File: src/design/rffs_pkg.sv
// Shared types and constants for the fixed-length frame sync router.
// No dependencies; imported by every module of the block.
package rffs_pkg;

  localparam int unsigned ByteW       = 8;
  localparam int unsigned PayloadW    = 64;
  localparam int unsigned PayloadPos  = 7;
  localparam int unsigned RouteW      = 2;
  localparam int unsigned CfgIdxW     = 8;
  localparam int unsigned OutDataW    = 120;

  // Register indexes of the configuration port
  localparam logic [CfgIdxW-1:0] RegStartByte   = 8'd0;
  localparam logic [CfgIdxW-1:0] RegStopByte    = 8'd1;
  localparam logic [CfgIdxW-1:0] RegGatewayAddr = 8'd2;
  localparam logic [CfgIdxW-1:0] RegNodeAddr    = 8'd3;

  // Routing decisions
  localparam logic [RouteW-1:0] RouteGateway = 2'd0;
  localparam logic [RouteW-1:0] RouteLocal   = 2'd1;
  localparam logic [RouteW-1:0] RouteForward = 2'd2;

  typedef struct packed {
    logic [ByteW-1:0] start_byte;
    logic [ByteW-1:0] stop_byte;
    logic [ByteW-1:0] gateway_address;
    logic [ByteW-1:0] node_address;
  } cfg_t;

  typedef struct packed {
    logic [RouteW-1:0]   route;
    logic [PayloadW-1:0] payload;
    logic [ByteW-1:0]    payload_length;
    logic [ByteW-1:0]    sensor_no;
    logic [ByteW-1:0]    iface_no;
    logic [ByteW-1:0]    request_flag;
    logic [ByteW-1:0]    command;
    logic [ByteW-1:0]    dest_id;
  } frame_t;

endpackage

File: src/design/rffs_cfg.sv
// Configuration register file: start/stop markers and routing addresses.
// Depends on rffs_pkg.
module rffs_cfg (
  input  logic                           clk_i,
  input  logic                           rst_ni,
  input  logic                           cfg_valid_i,
  output logic                           cfg_ready_o,
  input  logic [rffs_pkg::CfgIdxW-1:0]   cfg_index_i,
  input  logic [rffs_pkg::ByteW-1:0]     cfg_data_i,
  output rffs_pkg::cfg_t                 cfg_o
);
  import rffs_pkg::*;

  cfg_t cfg_q, cfg_d;

  assign cfg_ready_o = 1'b1;

  always_comb begin
    cfg_d = cfg_q;
    if (cfg_valid_i) begin
      unique case (cfg_index_i)
        RegStartByte:   cfg_d.start_byte      = cfg_data_i;
        RegStopByte:    cfg_d.stop_byte       = cfg_data_i;
        RegGatewayAddr: cfg_d.gateway_address = cfg_data_i;
        RegNodeAddr:    cfg_d.node_address    = cfg_data_i;
        default:        cfg_d                 = cfg_q;  // drop unknown index
      endcase
    end
  end

  always_ff @(posedge clk_i or negedge rst_ni) begin
    if (!rst_ni) begin
      cfg_q.start_byte      <= 8'd91;
      cfg_q.stop_byte       <= 8'd93;
      cfg_q.gateway_address <= 8'd0;
      cfg_q.node_address    <= 8'd1;
    end else begin
      cfg_q <= cfg_d;
    end
  end

  assign cfg_o = cfg_q;

endmodule

File: src/design/rffs_window.sv
// Receive window: byte store, fill count, frame check, resync shift, routing.
// Depends on rffs_pkg.
module rffs_window #(
  parameter int unsigned FRAME_BYTES = 16
) (
  input  logic                        clk_i,
  input  logic                        rst_ni,
  input  rffs_pkg::cfg_t              cfg_i,
  input  logic                        step_i,      // consume byte_i this cycle
  input  logic [rffs_pkg::ByteW-1:0]  byte_i,
  output logic                        will_emit_o, // byte_i would complete a frame
  output logic                        emit_o,
  output rffs_pkg::frame_t            frame_o
);
  import rffs_pkg::*;

  localparam int unsigned IdxW     = $clog2(FRAME_BYTES);
  localparam int unsigned FlatW    = ByteW * FRAME_BYTES;
  localparam int unsigned PayBytes = (FRAME_BYTES - 8 < 8) ? FRAME_BYTES - 8 : 8;

  logic [ByteW-1:0] win_q [FRAME_BYTES];
  logic [IdxW-1:0]  fill_q, fill_d;

  logic [FlatW-1:0] flat, shifted;
  logic             last, frame_ok, found;
  logic [IdxW-1:0]  sh;

  // Complete window as it looks once byte_i lands in the last slot
  always_comb begin
    for (int j = 0; j < FRAME_BYTES - 1; j++) begin
      flat[ByteW*j +: ByteW] = win_q[j];
    end
    flat[ByteW*(FRAME_BYTES-1) +: ByteW] = byte_i;
  end

  assign last     = (fill_q == IdxW'(FRAME_BYTES - 1));
  assign frame_ok = (flat[ByteW-1:0] == cfg_i.start_byte) && (byte_i == cfg_i.stop_byte);

  assign will_emit_o = last && frame_ok;
  assign emit_o      = step_i && will_emit_o;

  // First later start byte; lowest position wins
  always_comb begin
    found = 1'b0;
    sh    = '0;
    for (int i = FRAME_BYTES - 1; i >= 1; i--) begin
      if (flat[ByteW*i +: ByteW] == cfg_i.start_byte) begin
        found = 1'b1;
        sh    = IdxW'(i);
      end
    end
  end

  assign shifted = flat >> {sh, 3'b000};

  always_comb begin
    fill_d = fill_q;
    if (step_i) begin
      if (!last) begin
        fill_d = fill_q + IdxW'(1);
      end else if (frame_ok || !found) begin
        fill_d = '0;
      end else begin
        fill_d = IdxW'(FRAME_BYTES - 1) - sh + IdxW'(1);
      end
    end
  end

  always_ff @(posedge clk_i or negedge rst_ni) begin
    if (!rst_ni) begin
      fill_q <= '0;
    end else begin
      fill_q <= fill_d;
    end
  end

  // Window entries hold no reset: each is written before it is read
  always_ff @(posedge clk_i) begin
    if (step_i) begin
      if (!last) begin
        win_q[fill_q] <= byte_i;
      end else if (!frame_ok && found) begin
        for (int j = 0; j < FRAME_BYTES; j++) begin
          win_q[j] <= shifted[ByteW*j +: ByteW];
        end
      end
    end
  end

  always_comb begin
    frame_o.dest_id        = flat[ByteW*1 +: ByteW];
    frame_o.command        = flat[ByteW*2 +: ByteW];
    frame_o.request_flag   = flat[ByteW*3 +: ByteW];
    frame_o.iface_no       = flat[ByteW*4 +: ByteW];
    frame_o.sensor_no      = flat[ByteW*5 +: ByteW];
    frame_o.payload_length = flat[ByteW*6 +: ByteW];
    frame_o.payload        = PayloadW'(flat[ByteW*PayloadPos +: ByteW*PayBytes]);
    if ((frame_o.dest_id == cfg_i.gateway_address) && (frame_o.request_flag != '0)) begin
      frame_o.route = RouteGateway;
    end else if (frame_o.dest_id == cfg_i.node_address) begin
      frame_o.route = RouteLocal;
    end else begin
      frame_o.route = RouteForward;
    end
  end

  a_fill_in_range: assert property (@(posedge clk_i) disable iff (!rst_ni)
    fill_q <= IdxW'(FRAME_BYTES - 1))
    else $error("fill count beyond window");

endmodule

File: src/design/rx_fixed_frame_sync_router_core.sv
// Top level of the fixed-length frame sync router: input register, window, result register.
// Depends on rffs_pkg, rffs_cfg and rffs_window.
//
//  Channel   Dir  Handshake                      Content
//  s_axis    in   s_axis_tvalid / s_axis_tready  tdata[7:0] rx_byte
//  m_axis    out  m_axis_tvalid / m_axis_tready  tdata[119:0] frame fields, see port
//  cfg       in   cfg_valid_i / cfg_ready_o      cfg_index_i register, cfg_data_i value
//
// One byte per cycle sustained unless a waiting result stalls a frame-completing byte. A
// byte sits in the input register while the window update, frame check and resync shift
// act on it; the frame its final byte completes is registered into the result register.
// Reset empties the window (fill count zero) and loads the default markers/addresses.
// A waiting result stalls only a byte that would complete another frame; all other
// bytes keep flowing, and the input register takes a new byte in the cycle the held one
// advances.
module rx_fixed_frame_sync_router_core #(
  parameter int unsigned FRAME_BYTES = 16
) (
  input  logic                                clk_i,
  input  logic                                rst_ni,
  // received bytes
  input  logic                                s_axis_tvalid,
  output logic                                s_axis_tready,
  input  logic [7:0]                          s_axis_tdata,   // [7:0] rx_byte
  // routed frames
  output logic                                m_axis_tvalid,
  input  logic                                m_axis_tready,
  // [7:0] dest_id, [15:8] command, [23:16] request_flag, [31:24] iface_no,
  // [39:32] sensor_no, [47:40] payload_length, [111:48] payload, [113:112] route,
  // [119:114] zero
  output logic [rffs_pkg::OutDataW-1:0]       m_axis_tdata,
  // register writes
  input  logic                                cfg_valid_i,
  output logic                                cfg_ready_o,
  input  logic [rffs_pkg::CfgIdxW-1:0]        cfg_index_i,
  input  logic [rffs_pkg::ByteW-1:0]          cfg_data_i
);
  import rffs_pkg::*;

  cfg_t             cfg;
  frame_t           frame, out_q;
  logic             in_vld_q, in_vld_d;
  logic [ByteW-1:0] in_byte_q;
  logic             out_vld_q, out_vld_d;
  logic             out_free, step, will_emit, emit;

  rffs_cfg u_cfg (
    .clk_i       (clk_i),
    .rst_ni      (rst_ni),
    .cfg_valid_i (cfg_valid_i),
    .cfg_ready_o (cfg_ready_o),
    .cfg_index_i (cfg_index_i),
    .cfg_data_i  (cfg_data_i),
    .cfg_o       (cfg)
  );

  rffs_window #(
    .FRAME_BYTES (FRAME_BYTES)
  ) u_window (
    .clk_i       (clk_i),
    .rst_ni      (rst_ni),
    .cfg_i       (cfg),
    .step_i      (step),
    .byte_i      (in_byte_q),
    .will_emit_o (will_emit),
    .emit_o      (emit),
    .frame_o     (frame)
  );

  // Result register is free when empty or being drained this cycle
  assign out_free = !out_vld_q || m_axis_tready;
  // Advance the held byte unless it completes a frame with nowhere to go
  assign step     = in_vld_q && (!will_emit || out_free);

  assign s_axis_tready = !in_vld_q || step;

  always_comb begin
    in_vld_d = in_vld_q;
    if (s_axis_tvalid && s_axis_tready) begin
      in_vld_d = 1'b1;
    end else if (step) begin
      in_vld_d = 1'b0;
    end
  end

  always_comb begin
    out_vld_d = out_vld_q;
    if (emit) begin
      out_vld_d = 1'b1;
    end else if (m_axis_tready) begin
      out_vld_d = 1'b0;
    end
  end

  always_ff @(posedge clk_i or negedge rst_ni) begin
    if (!rst_ni) begin
      in_vld_q  <= 1'b0;
      out_vld_q <= 1'b0;
    end else begin
      in_vld_q  <= in_vld_d;
      out_vld_q <= out_vld_d;
    end
  end

  always_ff @(posedge clk_i) begin
    if (s_axis_tvalid && s_axis_tready) begin
      in_byte_q <= s_axis_tdata;
    end
    if (emit) begin
      out_q <= frame;
    end
  end

  assign m_axis_tvalid = out_vld_q;
  assign m_axis_tdata  = {6'b000000, out_q.route, out_q.payload, out_q.payload_length,
                          out_q.sensor_no, out_q.iface_no, out_q.request_flag,
                          out_q.command, out_q.dest_id};

  a_emit_has_room: assert property (@(posedge clk_i) disable iff (!rst_ni)
    emit |-> out_free)
    else $error("frame emitted over an undelivered result");

  a_result_from_emit: assert property (@(posedge clk_i) disable iff (!rst_ni)
    $rose(out_vld_q) |-> $past(emit))
    else $error("result appeared without a completed frame");

  a_held_byte_kept: assert property (@(posedge clk_i) disable iff (!rst_ni)
    in_vld_q && !step |=> in_vld_q && $stable(in_byte_q))
    else $error("held input byte lost or overwritten");

  a_route_legal: assert property (@(posedge clk_i) disable iff (!rst_ni)
    out_vld_q |-> out_q.route != 2'd3)
    else $error("illegal route code");

endmodule
File: config.mk
export PLATFORM = sky130hd
export DESIGN_NAME = rx_fixed_frame_sync_router_core
export DESIGN_NICKNAME = d
export VERILOG_FILES = /design/src/design/rffs_pkg.sv /design/src/design/rffs_cfg.sv /design/src/design/rffs_window.sv /design/src/design/rx_fixed_frame_sync_router_core.sv
export SDC_FILE = /design/constraint.sdc
export NUM_CORES = 1
export LEC_CHECK = 0
export ABC_CLOCK_PERIOD_IN_PS = 7500
export BUFFER_PORTS_ARGS = -buffer_cell sky130_fd_sc_hd__buf_2
export CAP_MARGIN = 10
export CORE_MARGIN = 2
export CORE_UTILIZATION = 50
export DETAILED_ROUTE_END_ITERATION = 12
export HOLD_SLACK_MARGIN = 0.08
export PLACE_DENSITY = 0.66
export SLEW_MARGIN = 20
export SYNTH_ARGS = -nofsm -noshare
export SYNTH_HDL_FRONTEND = slang
export SYNTH_SLANG_ARGS = --single-unit
File: constraint.sdc
create_clock -name clk_i -period 7.5 [get_ports clk_i]
set_input_delay 1.5 -clock clk_i [delete_from_list [all_inputs] [get_ports clk_i]]
set_output_delay 1.5 -clock clk_i [all_outputs]
set_load 0.02 [all_outputs]
==> results.txt <==
simple-gate portion of the synthesized area: 8.411%
clock slew at reported path FFs: 0.07 ns
worst skew pair latency: 0.57 ns
Synth Area in Compound Gates: 11.61%
die area: 33,460 um^2
Reg area: 8232 um^2
total wire length: 54,750 um
post-CTS sizing: 0
Seq/Total Area, Yosys: 51.43%
first-pass GRT wire length: 78,730 um
Final Hold Viols: 0
actual slew at the worst max-slew pin: 1.252 ns
net switching power: 1.142 mW
H-tree lvl count: 1
CP dominant cell by count: buf_4
Synth Register Bits: 280
Total Power: 4.116 mW
Clock Tree Buf Depth: 3
Clock Root Buffer: clkbuf_16
arrival time at the worst endpoint: 5.44 ns
status: finished, final reports clean
Adder-Cell Fraction of Synth Area: 0.3908%
Final Setup Violations: 0
Synth async-reset ratio: 13.57%
vias in the first global route: 11,670
footprint of the multi-input gates: 7127 um^2
Clock Skews: 0.02162 ns
Syn Inst Count: 1,294
HP Class: reg -> reg
CP Max Fanout: 45
clock share of power: 39.0%
mux contribution to synthesized area: 15.41%
WS Path Type: reg -> reg
Worst setup EP type: flop
main combinational cell family by area after synthesis: multiplexers
power density over the cells: 230.4 nW/um^2
Rows: 65
Max Cap Violations: 0
num ports: 152
Total GRT Usage: 32.41%
CTS tree: done
Post-synth EDFFs: 242
Startpoint Class: flop
Syn Area/Cell: 12.37 um^2
initial antenna violation count: 1
most frequent cell after synthesis: edfxtp_1
post-synthesis xor/xnor area fraction: 8.426%
Post-CTS Setup Bufs: 0
final setup TNS: 0 ns
cell taking the most area after synthesis: edfxtp_1
initial DRC count: 1,518
area of the mapped netlist: 16,010 um^2
Die Y: 182.9 um
GPL Wtd Cong: 0.9803
via/cell ratio: 6.571
Max stage delay on crit path: 1.14 ns
maximum number of pins on one net before global-route repair: 99
CP max-delay cell: dfrtp_1
RSZ-0062 raised after global routing: no
Pleak: 7.490 nW
yosys warns: 0
CP bufs+invs: 2
Combinational Power Share: 13.9%
Final period util: 68.40%
critical path's top delay family: compound AO/OA/AOI/OAI gates
vias: 11,990
core area: 31,560 um^2
Critical Path RT: 7.81 ns
Finished Layout Cells: 1,824
Die W: 182.9 um
PortBufs: 144
GRT overflow: 0
top post-synthesis cells by count: edfxtp_1 (242), mux2i_1 (197), nand2_1 (124), xor2_1 (96), a22oi_1 (68)
share of layout cells above drive strength 1: 21.39%
Starting Density: 50.73%
part of the power in registers: 47.1%
# clock sinks: 280
final critical-path required period: 5.130 ns
largest cells by area after synthesis: edfxtp_1 (45%), mux2i_1 (12%), xor2_1 (5.3%)
Antenna Nets Post-Route: 0
Int Power: 2.975 mW
worst vdd ir: 182.6 uV
top-area cell type share of the netlist area: 45.40%
Remaining DRCs: 0
Net Sw Frac: 27.74%
Netlist cell types: 70
max-slew violations: 0
Post-CTS Hold Buffers: 0
DP Cell Count: 1,767
CTS buffer count: 30
Fin Hold WS: 0.5129 ns
DR WL/cell: 30.02 um
NumNets Final: 1,431
fmax: 0.1949 GHz
# fillers: 2,693
Max-slew headroom: 16.21%
hpwl dp: 39,630 um
Post-synth top flop: edfxtp_1
Critical Path, Cell by Cell: xnor2_1 > nand4_1 > a211oi_1 > o311a_1 > o211ai_2 > o21ai_4 > buf_4 > buf_4 > nor2_1 > a221oi_1 > nand2_1
Area growth syn-to-layout: 11.62%
DRT Pass-1 Iters: 6
[per-layer routing]
layer  wire, um  global-route usage, %
met1      21760                  43.09
met2      24790                  51.17
met3       4999                  5.858
met4       3208                  16.48
met5          0                      0
[cell type report]
class	instances	share of cell area, %
multi-input combinational	910	39.89
clock inverter	18	1.373
sequential	280	46.07
inverter	9	0.2031
clock buffer	38	4.601
tap	402	2.815
timing repair buffer	166	5.028
antenna	1	0.01401
[worst register-to-register path: cells and delay by family, from the launching register on]
family | cells | cell delay [ns]
and+or+nand+nor | 3 | 0.76
DFF | 1 | 1.14
xor gates and xnor gates | 1 | 0.23
AOI/OAI and AO/OA | 5 | 1.47
buffers and inverters | 2 | 1.26
[metrics by stage]
step	worst slack (ns)	util, %	area [um^2]
global route	2.248	56.61	17860
finish	2.370	56.62	17870
floorplan	2.835	-	16030
detailed placement	2.644	53.23	16800
CTS	2.610	56.61	17860
global placement	2.671	53.22	16790
[path summary, 6_finish.rpt]
| kind | startpoint | end | slack, ns | cells past startpoint |
|---|---|---|---|---|
| max in group asynchronous | rst_ni | u_cfg.cfg_o[1]$_DFFE_PN0P_ | 5.93 | 1 |
| min in group asynchronous | rst_ni | m_axis_tvalid$_DFFE_PN0P_ | 1.04 | 1 |
| setup / recovery | u_cfg.cfg_o[26]$_DFFE_PN0P_ | u_window.win_q[7][3]$_DFFE_PP_ | 2.37 | 11 |
| hold reg to reg | m_axis_tvalid$_DFFE_PN0P_ | m_axis_tvalid$_DFFE_PN0P_ | 0.51 | 2 |
| setup reg to reg | u_cfg.cfg_o[26]$_DFFE_PN0P_ | u_window.win_q[7][3]$_DFFE_PP_ | 2.37 | 11 |
| hold / removal | m_axis_tvalid$_DFFE_PN0P_ | m_axis_tvalid$_DFFE_PN0P_ | 0.51 | 2 |
[flip-flops by register name, summed over array words and instances (netlist names)]
register         cells
in_byte_q            8
in_vld_q             1
m_axis_tdata       114
m_axis_tvalid        1
u_cfg.cfg_o         32
u_window.fill_q      4
u_window.win_q     120
[power groups by stage]
| stage | Sequential, mW | Combinational [mW] | Clock, mW |
|---|---|---|---|
| after floorplan | 1.88 | 0.414 | 0 |
| after global placement | 1.96 | 0.550 | 0 |
| after detailed placement | 1.96 | 0.554 | 0 |
| after CTS | 1.93 | 0.558 | 1.62 |
| after global routing | 1.94 | 0.607 | 1.69 |
| final | 1.94 | 0.572 | 1.60 |
[cell families after synthesis]
family | Yosys count
AO/OA/AOI/OAI | 246
XOR/XNOR | 154
adder cells (fa/ha/maj) | 5
buffers and inverters | 109
flip-flops | 280
multiplexers | 241
other | 2
AND/OR/NAND/NOR | 257
[placed cells by master (no fill, tap or decap), types with 8 or more instances in the layout]
cell type	synthesis	final
a21oi_1	23	23
a22o_1	8	8
nor4_1	20	20
nand2b_1	11	11
dfstp_2	11	11
o22ai_1	10	10
and2_1	14	14
o21ai_0	14	14
clkbuf_16	0	31
nor4_2	8	8
nand2_1	124	124
a221o_1	9	9
a21o_1	17	17
dfrtp_1	27	27
buf_4	21	21
buf_2	24	144
mux2_2	44	44
o211ai_1	18	18
a221oi_1	26	26
nor2_1	18	16
xnor2_1	58	58
a22oi_1	68	68
o21ai_1	16	16
xor2_1	96	96
edfxtp_1	242	242
mux2i_1	197	197
nand3_1	10	10
nand4_1	16	16
(Power assumes the default switching activity.)
